<file path="config.mk">
export PLATFORM = sky130hd
export DESIGN_NAME = multichannel_step_tone_bouncer
export DESIGN_NICKNAME = d
export VERILOG_FILES = /design/src/sv/mstb_pkg.sv /design/src/sv/mstb_ctrl.sv /design/src/sv/mstb_dp.sv /design/src/sv/multichannel_step_tone_bouncer.sv
export SDC_FILE = /design/constraint.sdc
export NUM_CORES = 1
export LEC_CHECK = 0
export ABC_AREA = 1
export BUFFER_PORTS_ARGS = -buffer_cell sky130_fd_sc_hd__buf_2
export CAP_MARGIN = 0
export CORE_MARGIN = 5
export CORE_UTILIZATION = 56
export DETAILED_ROUTE_END_ITERATION = 6
export PLACE_DENSITY = 0.73
export SLEW_MARGIN = 40
export SYNTH_ARGS = -nofsm -noshare
export SYNTH_HDL_FRONTEND = slang
export SYNTH_SLANG_ARGS = --single-unit
</file>
<file path="constraint.sdc">
create_clock -name clk -period 3.16 [get_ports clk]
set_clock_uncertainty 0.05 [all_clocks]
set_input_delay 0.158 -clock clk [delete_from_list [all_inputs] [get_ports clk]]
set_output_delay 0.158 -clock clk [all_outputs]
set_load 0.01 [all_outputs]
</file>
<file path="src/sv/mstb_pkg.sv">
// Package for the multichannel step-tone bouncer.
// Holds the request types, function and register codes, and the controller types.
// No dependencies.
`default_nettype none

package mstb_pkg;

  // Function codes carried in the func field of an input request.
  localparam logic FUNC_TICK = 1'b0;
  localparam logic FUNC_SET  = 1'b1;

  // Configuration register indexes.
  localparam int unsigned CFG_IDX_W = 1;
  localparam logic [CFG_IDX_W-1:0] REG_MAX_HEAD = 1'b0;
  localparam logic [CFG_IDX_W-1:0] REG_MIN_HEAD = 1'b1;

  localparam int unsigned POS_W = 16;
  localparam int unsigned PIN_W = 16;

  typedef struct packed {
    logic        func;
    logic [3:0]  channel;
    logic [15:0] period;
    logic        notes_active;
  } in_req_t;

  typedef struct packed {
    logic [15:0] step_pins;
    logic [15:0] dir_pins;
  } out_req_t;

  typedef enum logic [1:0] {
    ST_IDLE,
    ST_SWEEP,
    ST_DRAIN,
    ST_RESP
  } ctl_state_t;

  // Commands from the controller to the datapath.
  typedef struct packed {
    logic set_per;   // store the period of the accepted request
    logic start;     // rewind the channel sweep
    logic rd_en;     // read one channel and advance the sweep
    logic load_out;  // capture the pin states into the output register
  } ctl_cmd_t;

  // Status from the datapath to the controller.
  typedef struct packed {
    logic rd_last;   // the sweep is reading the last channel
  } dp_sts_t;

endpackage

`default_nettype wire

</file>
<file path="src/sv/mstb_ctrl.sv">
// Controller state machine of the multichannel step-tone bouncer.
// Depends on mstb_pkg for the state, command and status types.
`default_nettype none

module mstb_ctrl
  import mstb_pkg::*;
(
  input  wire logic     clk,
  input  wire logic     rst_n,
  input  wire logic     in_valid,
  output logic          in_stall,
  input  wire logic     in_func,
  input  wire logic     in_notes_active,
  output logic          out_valid,
  input  wire logic     out_stall,
  input  wire dp_sts_t  sts,
  output ctl_cmd_t      cmd
);

  ctl_state_t state_r, state_nxt;
  logic       out_valid_r, out_valid_nxt;

  always_ff @(posedge clk) begin
    if (!rst_n) begin
      state_r     <= ST_IDLE;
      out_valid_r <= 1'b0;
    end else begin
      state_r     <= state_nxt;
      out_valid_r <= out_valid_nxt;
    end
  end

  always_comb begin
    state_nxt     = state_r;
    cmd           = '0;
    in_stall      = 1'b1;
    out_valid_nxt = out_valid_r && out_stall;
    unique case (state_r)
      ST_IDLE: begin
        in_stall = 1'b0;
        if (in_valid) begin
          if (in_func == FUNC_SET) begin
            cmd.set_per = 1'b1;
            state_nxt   = ST_RESP;
          end else if (in_notes_active) begin
            cmd.start = 1'b1;
            state_nxt = ST_SWEEP;
          end else begin
            state_nxt = ST_RESP;
          end
        end
      end
      ST_SWEEP: begin
        cmd.rd_en = 1'b1;
        if (sts.rd_last) begin
          state_nxt = ST_DRAIN;
        end
      end
      ST_DRAIN: begin
        state_nxt = ST_RESP;
      end
      ST_RESP: begin
        if (!out_valid_r || !out_stall) begin
          cmd.load_out  = 1'b1;
          out_valid_nxt = 1'b1;
          state_nxt     = ST_IDLE;
        end
      end
      default: begin
        state_nxt = ST_IDLE;
      end
    endcase
  end

  assign out_valid = out_valid_r;

endmodule

`default_nettype wire

</file>
<file path="src/sv/mstb_dp.sv">
// Datapath of the multichannel step-tone bouncer: period and counter memories,
// the per-channel step stage, pin registers and the output register. Uses mstb_pkg.
`default_nettype none

module mstb_dp
  import mstb_pkg::*;
#(
  parameter int unsigned CHANNELS = 16
) (
  input  wire logic                 clk,
  input  wire logic                 rst_n,
  input  wire in_req_t              in_req,
  input  wire logic                 cfg_we,
  input  wire logic [CFG_IDX_W-1:0] cfg_idx,
  input  wire logic [POS_W-1:0]     cfg_wdata,
  input  wire ctl_cmd_t             cmd,
  output dp_sts_t                   sts,
  output out_req_t                  out_req
);

  localparam int unsigned IW = (CHANNELS > 1) ? $clog2(CHANNELS) : 1;

  logic [POS_W-1:0]   max_r, min_r;
  logic [POS_W-1:0]   per_mem [CHANNELS];
  logic [2*POS_W-1:0] st_mem  [CHANNELS];   // {tick count, head position}
  logic [CHANNELS-1:0] per_vld_r, st_vld_r;
  logic [CHANNELS-1:0] dir_r, dir_nxt, step_r, step_nxt;

  logic [IW-1:0]      rd_idx_r, wb_idx_r;
  logic               wb_vld_r;
  logic [POS_W-1:0]   per_q_r;
  logic [2*POS_W-1:0] st_q_r;
  logic               per_ok_r, st_ok_r;
  out_req_t           out_r;

  logic [6:0]       ch_ext;
  logic             ch_ok;
  logic [IW-1:0]    set_idx;
  logic [POS_W-1:0] per_c, cnt_c, head_c, cnt_n, head_n;
  logic             dir_c, do_step, flip, st_we;
  logic [PIN_W-1:0] step_pins_c, dir_pins_c;

  always_ff @(posedge clk) begin
    if (!rst_n) begin
      max_r <= POS_W'(100);
      min_r <= '0;
    end else if (cfg_we) begin
      if (cfg_idx == REG_MAX_HEAD) begin
        max_r <= cfg_wdata;
      end
      if (cfg_idx == REG_MIN_HEAD) begin
        min_r <= cfg_wdata;
      end
    end
  end

  assign ch_ext  = 7'(in_req.channel);
  assign ch_ok   = ch_ext < 7'(CHANNELS);
  assign set_idx = IW'(in_req.channel);

  // Sweep address and write-back stage control.
  always_ff @(posedge clk) begin
    if (!rst_n) begin
      rd_idx_r <= '0;
      wb_vld_r <= 1'b0;
    end else begin
      if (cmd.start) begin
        rd_idx_r <= '0;
      end else if (cmd.rd_en) begin
        rd_idx_r <= rd_idx_r + IW'(1);
      end
      wb_vld_r <= cmd.rd_en;
    end
  end

  always_ff @(posedge clk) begin
    if (cmd.rd_en) begin
      wb_idx_r <= rd_idx_r;
      per_q_r  <= per_mem[rd_idx_r];
      st_q_r   <= st_mem[rd_idx_r];
      per_ok_r <= per_vld_r[rd_idx_r];
      st_ok_r  <= st_vld_r[rd_idx_r];
    end
  end

  assign sts.rd_last = (rd_idx_r == IW'(CHANNELS - 1));

  // Step stage: entries never written read as zero.
  always_comb begin
    per_c   = per_ok_r ? per_q_r : '0;
    cnt_c   = st_ok_r ? st_q_r[2*POS_W-1:POS_W] : '0;
    head_c  = st_ok_r ? st_q_r[POS_W-1:0] : '0;
    dir_c   = dir_r[wb_idx_r];
    st_we   = wb_vld_r && (per_c != '0);
    do_step = cnt_c >= per_c;
    head_n  = head_c;
    cnt_n   = cnt_c + POS_W'(1);
    flip    = 1'b0;
    if (do_step) begin
      head_n = dir_c ? (head_c - POS_W'(1)) : (head_c + POS_W'(1));
      cnt_n  = '0;
      flip   = (head_n == max_r) || (head_n == min_r);
    end
    dir_nxt  = dir_r;
    step_nxt = step_r;
    if (st_we && do_step) begin
      dir_nxt[wb_idx_r]  = dir_c ^ flip;
      step_nxt[wb_idx_r] = ~step_r[wb_idx_r];
    end
  end

  always_ff @(posedge clk) begin
    if (!rst_n) begin
      dir_r     <= '0;
      step_r    <= '0;
      per_vld_r <= '0;
      st_vld_r  <= '0;
    end else begin
      dir_r  <= dir_nxt;
      step_r <= step_nxt;
      if (cmd.set_per && ch_ok) begin
        per_vld_r[set_idx] <= 1'b1;
      end
      if (st_we) begin
        st_vld_r[wb_idx_r] <= 1'b1;
      end
    end
  end

  always_ff @(posedge clk) begin
    if (cmd.set_per && ch_ok) begin
      per_mem[set_idx] <= in_req.period;
    end
  end

  always_ff @(posedge clk) begin
    if (st_we) begin
      st_mem[wb_idx_r] <= {cnt_n, head_n};
    end
  end

  // Only the first sixteen channels reach the pins.
  for (genvar b = 0; b < PIN_W; b++) begin : g_pins
    if (b < CHANNELS) begin : g_on
      assign step_pins_c[b] = step_r[b];
      assign dir_pins_c[b]  = dir_r[b];
    end else begin : g_off
      assign step_pins_c[b] = 1'b0;
      assign dir_pins_c[b]  = 1'b0;
    end
  end

  always_ff @(posedge clk) begin
    if (cmd.load_out) begin
      out_r.step_pins <= step_pins_c;
      out_r.dir_pins  <= dir_pins_c;
    end
  end

  assign out_req = out_r;

endmodule

`default_nettype wire

</file>
<file path="src/sv/multichannel_step_tone_bouncer.sv">
// Multichannel step-tone bouncer: a bank of per-channel period counters that
// toggle stepper step pins as tone generators and bounce each head between two
// limits. A set request stores one channel's period; a tick request with
// notes_active set sweeps the channels one per cycle through the period and
// counter memories before the result. Idle ticks and set requests skip the
// sweep and go straight to the result. Every request returns one result with
// all step and direction pins; a new request is taken while the previous
// result still waits in the output register.
`default_nettype none

module multichannel_step_tone_bouncer
  import mstb_pkg::*;
#(
  parameter int unsigned CHANNELS = 16
) (
  input  wire logic                 clk,
  input  wire logic                 rst_n,
  // Input request channel.
  input  wire logic                 in_valid,
  output logic                      in_stall,
  input  wire in_req_t              in_req,
  // Result channel.
  output logic                      out_valid,
  input  wire logic                 out_stall,
  output out_req_t                  out_req,
  // Configuration writes: index 0 is the upper head limit, index 1 the lower.
  input  wire logic                 cfg_we,
  input  wire logic [CFG_IDX_W-1:0] cfg_idx,
  input  wire logic [POS_W-1:0]     cfg_wdata
);

  ctl_cmd_t cmd;
  dp_sts_t  sts;

  // The controller sequences acceptance, the channel sweep and the result.
  mstb_ctrl u_ctrl (
    .clk             (clk),
    .rst_n           (rst_n),
    .in_valid        (in_valid),
    .in_stall        (in_stall),
    .in_func         (in_req.func),
    .in_notes_active (in_req.notes_active),
    .out_valid       (out_valid),
    .out_stall       (out_stall),
    .sts             (sts),
    .cmd             (cmd)
  );

  // The datapath holds all channel state and the output register.
  mstb_dp #(
    .CHANNELS (CHANNELS)
  ) u_dp (
    .clk       (clk),
    .rst_n     (rst_n),
    .in_req    (in_req),
    .cfg_we    (cfg_we),
    .cfg_idx   (cfg_idx),
    .cfg_wdata (cfg_wdata),
    .cmd       (cmd),
    .sts       (sts),
    .out_req   (out_req)
  );

endmodule

`default_nettype wire

</file>
---- Yosys cells after proc, flatten, opt, wreduce, memory -nomap -nowiden ----
Memories as Yosys holds them, arrays and structs flattened. A register that Yosys moved wholly into a read port is not among the register bits.
Index checks and enable logic that the tools add are counted.
storage, ports and cells
  input bits .............................. 44
  RAM bits ................................ 768
  memories ................................ 2
  register bits after elaboration ......... 142
  word-level logic and storage cells ...... 101
memories
  name          depth  width  read ports  clocked after memory_dff  write ports  line           source
  u_dp.st_mem   16     32     1           1                         1            mstb_dp.sv:25  logic [2*POS_W-1:0] st_mem [CHANNELS];
  u_dp.per_mem  16     16     1           1                         1            mstb_dp.sv:24  logic [POS_W-1:0] per_mem [CHANNELS];
operators by class
  muxes and demuxes ....................... 42
  $lt $le $gt $ge ......................... 7
  equal/unequal tests ..................... 9
  bitwise logic cells ..................... 6
  reductions and logical operators ........ 16
  add/subtract/negate cells ............... 4
operator list
  operator                                              number
  2-to-1 mux 16 bit                                     6
  adder 16 x 1 -> 16 bit (second input constant)        2
  bitwise mux 16 bit                                    2
  == test 16 bit                                        2
  bitwise OR 16 bit                                     2
  < comparator 4 x 5 -> 1 bit (second input constant)   4
  2-to-1 mux 1 bit                                      20
  binary-select mux 1 bit (select 4 bit)                4
  >= comparator 16 bit                                  1
  nonzero test 16 bit                                   1
  subtractor 16 x 1 -> 16 bit (second input constant)   1
  2-to-1 mux 2 bit                                      7
  demux 1 bit (select 4 bit)                            2
  >= comparator 4 x 1 -> 1 bit (second input constant)  2
  one-hot mux 2 bit (4 select lines)                    1
  logical AND 1 bit                                     6
  adder 4 x 1 -> 4 bit (second input constant)          1
  == test 2 bit (second input constant)                 2
  == test 4 bit (second input constant)                 1
  != test 2 bit (second input constant)                 2
  AND reduction 2 bit                                   2
  inverter 1 bit                                        3
  AND reduction 3 bit                                   1
  == test 2 x 1 -> 1 bit (second input constant)        1
  6 further kinds                                       8

---- Logic depth before layout (Yosys ltp) ----
Gate-level depths: netlist of run 1.
  depth in word-level cells ............... 8
  mapped depth ............................ 30
  mapped depth without buffers ............ 29

---- Cells and area by module ----
Synthesis of run 1 repeated with hierarchy kept, for this count alone.
second synthesis, totals
  cell total of the unflattened synthesis .. 3335
  area, all modules ....................... 39141.3 sq um
modules (own cells, without submodules)
  module     cells an instance  seq. area each (sq um)  area each (sq um)  times used
  mstb_dp    3297               27666.5                 38883.5            1
  mstb_ctrl  38                 60.1                    257.7              1

---- Worst setup path after synthesis of run 1 ----
No wires, ideal clock.
  path type ............................... register to register
  start ................................... register u_dp.st_ok_r
  end ..................................... memory u_dp.st_mem[0][28] (netlist name) (data pin)
  period minus slack after synthesis ...... 3.317 ns
  stages on the path, launching flop included .. 13
  path slack .............................. -0.157 ns
  path buffers ............................ 4
  setup time .............................. 0.336 ns
  data arrival time ....................... 2.931 ns
  path through ............................ edfxtp_1 > buf_4 > clkbuf_1 > nand2_1 > inv_1 > ha_1 > a21oi_1 > o21ai_0 > a21oi_1 > nand3_1 > buf_1 > clkbuf_1 > nor3b_1
between the ends
  cells in the longest elaborated chain, start to end .. 3
ends and longest elaborated chain
  what                                                            line                          source
  start: declaration                                              mstb_dp.sv:33                 logic per_ok_r, st_ok_r;
  start signal: assignment                                        mstb_dp.sv:82                 st_ok_r <= st_vld_r[rd_idx_r];
  2-to-1 mux 16 bit (*)                                           mstb_dp.sv:91                 cnt_c = st_ok_r ? st_q_r[2*POS_W-1:POS_W] : '0;
  adder 16 x 1 -> 16 bit or >= comparator 16 bit (tied branches)  mstb_dp.sv:97, mstb_dp.sv:95
  2-to-1 mux 16 bit (*)                                           mstb_dp.sv:99                 if (do_step) begin
  via u_dp.cnt_n[12]                                              mstb_dp.sv:39                 logic [POS_W-1:0] per_c, cnt_c, head_c, cnt_n, head_n;
  end: declaration                                                mstb_dp.sv:25
Mark *: on every way through the listed nets, which the timed path passes. The rest lies on a longest branch.

---- Final worst setup path of run 1 ----
  start ................................... register u_dp.wb_idx_r[0]
  end ..................................... register u_dp.dir_r[0] (netlist: u_dp.dir_pins_c[0])
between the ends
  cells in the longest elaborated chain, start to end .. 8
ends and longest elaborated chain
  what                                    line            source
  start: declaration                      mstb_dp.sv:29   logic [IW-1:0] rd_idx_r, wb_idx_r;
  start signal: assignment                mstb_dp.sv:78   wb_idx_r <= rd_idx_r;
  binary-select mux 1 bit (select 4 bit)  mstb_dp.sv:93   dir_c = dir_r[wb_idx_r];
  2-to-1 mux 1 bit (implied by the code)  mstb_dp.sv:93
  2-to-1 mux 16 bit                       mstb_dp.sv:100  head_n = dir_c ? (head_c - POS_W'(1)) : (head_c + POS_W'(1));
  == test 16 bit                          mstb_dp.sv:102  flip = (head_n == max_r) || (head_n == min_r);
  logical OR 1 bit                        mstb_dp.sv:102
  2-to-1 mux 1 bit                        mstb_dp.sv:99
  bitwise XOR 1 bit                       mstb_dp.sv:107  dir_nxt[wb_idx_r] = dir_c ^ flip;
  bitwise mux 16 bit (*)                  mstb_dp.sv:107
  end signal: assignment                  mstb_dp.sv:119  dir_r <= dir_nxt;
  end: declaration                        mstb_dp.sv:27   logic [CHANNELS-1:0] dir_r, dir_nxt, step_r, step_nxt;
Every way passes the cells marked *; elsewhere a longest branch is shown, timed or not. The select of a mux whose other input is x is not followed.
A chain may end at the register's enable or synchronous reset.

==> results_dict.tcl, run 1 <==
set metrics [dict create \
    area_growth_pct 20.7 \
    layout.cells.non_filler 4625 \
    place_hpwl_um 57600 \
    via_count 28100 \
    ys.flop_type "edfxtp_1" \
    reg2reg_slack_ns -0.46 \
    avgSynthCellArea_um2 11.7 \
    p_per_area_nw_per_um2 784 \
    critPathKind "flop to flop" \
    crit_family "simple AND/OR/NAND/NOR gates" \
    crit_required_ns 3.69 \
    netSwitchingFraction 0.312 \
    rsz0062_at_grt "yes" \
    grt-ovfl-total 0 \
    grt_antenna_before_repair 0 \
    fmax_mhz 276 \
    cts_buffer_depth 3 \
    internal_power_mw 25.5 \
    switchingPower_mw 11.5 \
    hp-class "input port to flop" \
    clockPowerShare 0.299 \
    synth_xor_area_frac 0.00224 \
    synth_top_family_by_area "simple AND/OR/NAND/NOR gates" \
    num_antenna_cells 0 \
    slew-limit-headroom 0.447 \
    synth_compound_gate_area_share 0.120 \
    drt_iter0_drc 3584 \
    grtUsageTotal 0.268 \
    cts_tree "built" \
    max_cap_violations 0 \
    synth_cell_types 44 \
    ant_nets 0 \
    p_leak_nw 16.7 \
    netlist_area_um2 39100 \
    firstDrtPassIters 6 \
    cp_num_buf_inv 6 \
    synthCells 3338 \
    cpMostUsedCell "nand2_1" \
    worst_slack_ns -0.460 \
    violations "negative setup slack" \
    dp_cells 4370 \
    hold_slack_ns 0.0923 \
    cp_max_fo 8 \
    layout-drive-gt1-share 0.187 \
    arrival_ns 4.15 \
    slowest_delay_ns 0.47 \
    yosys.area_share.simple 0.123 \
    synthAdderAreaFrac 0.0120 \
    core_area_um2 69700 \
    numClockSinks 958 \
    async_reset_ff_frac 0 \
    ir_drop_mv 0.568 \
    place_congestion 0.868 \
    die_w_um 274 \
    cts_root_buf "clkbuf_16" \
    synth_edf_count 854 \
    place_worst_setup_slack_ns -0.564 \
    synth_warnings 0 \
    slew_violations 0 \
    dieArea_um2 75200 \
    status "complete, but fails checks" \
    start_util 0.561 \
    fp.dieH_um 274 \
    tightest_slew_ns 0.829 \
    pwr-share-seq 0.433 \
    drc 0 \
    clkTransAtPathRegs_ns 0.06 \
    clk_latency_ns 0.66 \
    rows 97 \
    startpoint_type "flop" \
    yosys_register_bits 958 \
    fin_util 0.678 \
    wl_per_cell_um 22.5 \
    grt_pass1_wl_um 156000 \
    nets 3688 \
    cp_slowest_cell "edfxtp_1" \
    io_pins 78 \
    port_buffers 77 \
    cts_buffers 92 \
    finalHoldViolCount 0 \
    grt_pass1_vias 27200 \
    muxShareOfSynthArea 0 \
    setup_viol 111 \
    routed_wl_um 104000 \
    synth_fp_nets 3419 \
    period_needed_ns 3.62 \
    setup_tns_ns -15.37 \
    end_kind "flop" \
    seq_area_frac_synth 0.709 \
    n_fill_cell 4794 \
    period_share 1.15 \
    vias_per_cell 6.07 \
    combPwrFrac 0.268 \
    h-tree-depth 3 \
    grt_max_degree 191 \
]
==> final timing paths <==
| check | from | end | cells after the start |
|---|---|---|---|
| setup / recovery | u_dp.wb_idx_r[0]$_DFFE_PP_ | u_dp.dir_pins_c[0]$_SDFFE_PN0P_ | 32 |
| hold / removal | in_req[18] | u_dp.per_vld_r[1]$_SDFFE_PN0P_ | 6 |
| setup reg to reg | u_dp.wb_idx_r[0]$_DFFE_PP_ | u_dp.dir_pins_c[0]$_SDFFE_PN0P_ | 32 |
| hold reg to reg | u_dp.step_pins_c[7]$_SDFFE_PN0P_ | u_dp.out_req[23]$_DFFE_PP_ | 0 |
==> cell type report <==
cell class	count	area [µm²]	area share
flip-flops and latches	958	27700	0.588
multi-input cells	2036	11100	0.235
repair buffers	362	3540	0.0750
clock buffers	111	2370	0.0503
well taps	940	1180	0.0249
clock inverters	61	673	0.0143
inverters	157	623	0.0132
==> cell usage after synthesis (2+ instances only) <==
library cell,number,area share
edfxtp_1,854,0.66
nor2_1,597,0.057
o21ai_0,482,0.062
nand2_1,357,0.034
clkbuf_1,171,0.016
nand3_1,159,0.020
inv_1,142,0.014
o22ai_1,126,0.020
dfxtp_1,104,0.053
o221ai_1,81,0.018
a21oi_1,55,0.0070
ha_1,36,0.012
o211ai_1,24,0.0046
o21a_1,18,0.0035
nand2_2,17,0.0027
nor3_1,13,0.0017
a21oi_2,12,0.0027
inv_2,12,0.0012
nand4_1,11,0.0018
buf_1,9,0.00086
xor2_1,8,0.0018
o21ai_1,5,0.00064
buf_2,4,0.00051
buf_6,4,0.0012
nand3b_1,4,0.00077
nor2_2,4,0.00064
nor3b_1,4,0.00077
a211oi_1,3,0.00058
nand3_2,3,0.00077
clkinv_1,2,0.00019
nand2_4,2,0.00058
nor4_1,2,0.00032
xnor2_1,2,0.00045
==> per-stage QoR <==
stage,area (µm²),power [mW]
2_1_floorplan,39200,21.1
3_3_place_gp,42400,24.3
3_5_place_dp,42400,24.7
4_1_cts,46300,36.0
5_1_grt,47200,38.5
6_report,47200,37.0
==> worst min-delay path, delay by kind of cell <==
family                 cells  cell delay [ns]
buffers and inverters      2             0.26
and+or+nand+nor            4             0.33
==> power by group through the flow <==
stage / Clock, mW / Combinational (mW) / Sequential (mW)
global route: 11.7 / 10.7 / 16.1
global placement: 0 / 8.03 / 16.3
detailed placement: 0 / 8.39 / 16.3
finish: 11.1 / 9.92 / 16.0
CTS: 11.2 / 8.80 / 16.0
floorplan: 0 / 4.89 / 16.2
==> metal layers <==
| metal | wire length [µm] | share of wire | up-vias | track usage |
|---|---|---|---|---|
| met5 | 0 | 0 | - | 0 |
| met3 | 10100 | 0.097 | 241 | 0.0437 |
| met1 | 40200 | 0.39 | 13700 | 0.368 |
| li1 | - | - | 12600 | - |
| met2 | 50300 | 0.48 | 1566 | 0.441 |
| met4 | 3300 | 0.032 | 0 | 0.0916 |
==> logic make-up after synthesis <==
| group | count (synthesis) |
|---|---|
| AOI/OAI and AO/OA | 809 |
| DFF | 958 |
| buffers and inverters | 346 |
| and+or+nand+nor | 1178 |
| xor gates and xnor gates | 10 |
| adders and majority gates | 37 |
==> sequential cells by signal, summed over array words and instances, names as in the netlist, 2 cells and up <==
signal and flops:
u_ctrl.state_r 2, u_dp.dir_pins_c 16, u_dp.max_r 16, u_dp.min_r 16
u_dp.out_req 32, u_dp.per_mem 256, u_dp.per_q_r 16, u_dp.per_vld_r 16
u_dp.rd_idx_r 4, u_dp.st_mem 512, u_dp.st_q_r 32, u_dp.st_vld_r 16
u_dp.step_pins_c 16, u_dp.wb_idx_r 4
==> placed cells by master (no fill, tap or decap), types with 20 or more instances in the layout <==
cell type,count
buf_12,56
dfxtp_1,101
a21oi_2,29
nor2_4,24
nand2_1,314
o221ai_1,81
nand3_1,152
o21ai_0,461
buf_6,21
o22ai_1,126
buf_4,153
edfxtp_1,854
a21oi_1,36
nor2_2,28
o211ai_1,24
nor2_1,549
nand2_2,52
buf_2,77
ha_4,20
clkbuf_16,95
inv_1,129
dlygate4sd3_1,46
==> repair_timing <==
item                                    in CTS  in global routing
pin swaps                                   10                 21
gates resized for setup                     63                142
hold buffers                                46                  0
setup buffers                                6                 23
hold endpoints to repair                   323                  0
cloned                                       4                  5
endpoints found under the setup margin     256                399
No activity file was read; power rests on OpenSTA's default activity.
==> run 2: changes to the inputs <==
- CORE_MARGIN: 5 -> default
==> run 2 against run 1 <==
The flow still finishes with violations (negative setup slack). Routed wire length down 2.3%. First-iteration DRC count down 5.9%. Cell area down 0.56%. Register-to-register slack worse by 0.10 ns. Sequential share of layout area up 0.33 points. Clock power about the same. Non-clock buffer count down 3. Critical path depth down 4. Fmax down 2.8%. Die area down 5.7%. Utilization up 0.44 points. Combinational power down 8.0%. Largest cell class unchanged.
==> results_dict.tcl, run 2 (synthesis gave the netlist of run 1 again) <==
set metrics [dict create \
    slew-limit-headroom 0.457 \
    port_buffers 77 \
    cp_max_fo 8 \
    clkTransAtPathRegs_ns 0.06 \
    core_area_um2 68800 \
    clk_latency_ns 0.68 \
    grt_antenna_before_repair 0 \
    worst_slack_ns -0.565 \
    grtUsageTotal 0.285 \
    mostFrequentLayoutCell "edfxtp_1" \
    grt_pass1_wl_um 154000 \
    arrival_ns 4.22 \
    status "complete, but fails checks" \
    fmax_mhz 268 \
    cts_root_buf "clkbuf_16" \
    layout.cells.non_filler 4615 \
    startpoint_type "flop" \
    slowest_delay_ns 0.46 \
    drt_iter0_drc 3372 \
    cp_slowest_cell "edfxtp_1" \
    cts_buffer_depth 3 \
    wl_per_cell_um 22.0 \
    final_cell_mix "854 x edfxtp_1, 553 x nor2_1, 467 x o21ai_0" \
    place_hpwl_um 56200 \
    p_per_area_nw_per_um2 777 \
    largest_reg_flops 512 \
    cpMostUsedCell "nand2_1" \
    ant_nets 0 \
    cts_tree "built" \
    top_register "u_dp.st_mem" \
    via_count 28000 \
    hp-class "input port to flop" \
    grt-ovfl-total 0 \
    numClockSinks 958 \
    tightest_slew_ns 0.815 \
    firstDrtPassIters 6 \
    end_kind "flop" \
    period_needed_ns 3.72 \
    h-tree-depth 3 \
    io_pins 78 \
    dp_cells 4376 \
    rows 96 \
    violations "negative setup slack" \
    place_congestion 0.903 \
    p_leak_nw 16.7 \
    nets 3687 \
    fp.dieH_um 266 \
    reg_top3 "u_dp.st_mem: 512 flops, u_dp.per_mem: 256 flops" \
    hold_slack_ns 0.0736 \
    dieArea_um2 70900 \
    cts_buffers 95 \
    setup_viol 82 \
    die_w_um 266 \
    routed_wl_um 102000 \
    area_growth_pct 20.0 \
    drc 0 \
    layout-drive-gt1-share 0.176 \
    finalHoldViolCount 0 \
    grt_pass1_vias 27200 \
    period_share 1.18 \
    critPathKind "flop to flop" \
    ir_drop_mv 0.521 \
    slew_violations 0 \
    crit_required_ns 3.66 \
    rsz0062_at_grt "yes" \
    max_cap_violations 0 \
    start_util 0.568 \
    grt_max_degree 172 \
    num_antenna_cells 0 \
    vias_per_cell 6.06 \
]
==> run 2: cell types whose count changed in the layout (fill, tap and decap cells not counted), moves of 6 or more <==
cell / before / now
ha_1: 16 / 26
nand2_2: 52 / 33
buf_4: 153 / 167
ha_4: 20 / 9
o21ai_1: 16 / 8
a21oi_2: 29 / 23
buf_6: 21 / 14
o21ai_0: 461 / 467
nand3_1: 152 / 145
a21oi_1: 36 / 42
nand2_1: 314 / 329
==> run 2: layout make-up <==
cell class                 instances  area [µm²]
sequential                       958       27700
multi-input combinational       2035       10900
tap                              931        1160
clock buffer                     121        2540
inverter                         157         613
timing repair buffer             359        3350
clock inverter                    54         631
fill                            4659       21900
==> run 2: worst paths after layout <==
check | start | end | slack (ns) | depth (start not counted)
worst max-delay path | u_dp.wb_idx_r[0]$_DFFE_PP_ | u_dp.dir_pins_c[7]$_SDFFE_PN0P_ | -0.56 | 28
worst min-delay path | in_req[19] | u_dp.per_mem[5][13]$_DFFE_PP_ | 0.07 | 3
worst max register to register | u_dp.wb_idx_r[0]$_DFFE_PP_ | u_dp.dir_pins_c[7]$_SDFFE_PN0P_ | -0.56 | 28
worst min register to register | u_dp.step_pins_c[6]$_SDFFE_PN0P_ | u_dp.out_req[22]$_DFFE_PP_ | 0.41 | 0
==> run 2: timing repair <==
item | 4_1_cts | 5_1_grt
pin swaps | 12 | 41
hold buffers | 47 | 0
buffers inserted | 11 | 4
resized for setup | 79 | 61
cloned | 2 | 0
hold endpoints to repair | 323 | 0
endpoints found under the setup margin | 240 | 431
==> run 2: metrics by stage <==
| stage | utilization | TNS [ns] | setup WS (ns) | total power, mW | instance area, µm² |
|---|---|---|---|---|---|
| final | 0.682 | -19.07 | -0.565 | 36.5 | 46900 |
| after global routing | 0.682 | -44.55 | -0.697 | 37.9 | 46900 |
| after CTS | 0.677 | -8.64 | -0.380 | 36.2 | 46600 |
| after detailed placement | 0.617 | -18.72 | -0.573 | 24.6 | 42500 |
| after global placement | 0.617 | -12.20 | -0.504 | 24.2 | 42400 |
| after floorplan | - | -7.33 | -0.153 | 21.1 | 39200 |
==> run 2: layer usage <==
layer / GRT usage / up-vias / share of wire
met4: 0.106 / 0 / 0.033
met2: 0.475 / 1529 / 0.49
met3: 0.0445 / 238 / 0.094
met1: 0.379 / 13600 / 0.39
met5: 0 / - / 0
li1: - / 12600 / -
==> run 2: critical path, delay by kind of cell, from the launching register on <==
kind	cells	cell delay, ns
compound gates	2	0.21
fa+ha+maj	1	0.24
buf+inv	5	0.58
flops	1	0.46
simple gates	20	2.02
==> run 2: power by group <==
group | internal, mW | total, mW | switching, mW
sequential | 15.8 | 16.0 | 0.269
clock | 6.41 | 11.3 | 4.87
combinational | 2.97 | 9.13 | 6.16
total | 25.2 | 36.5 | 11.3
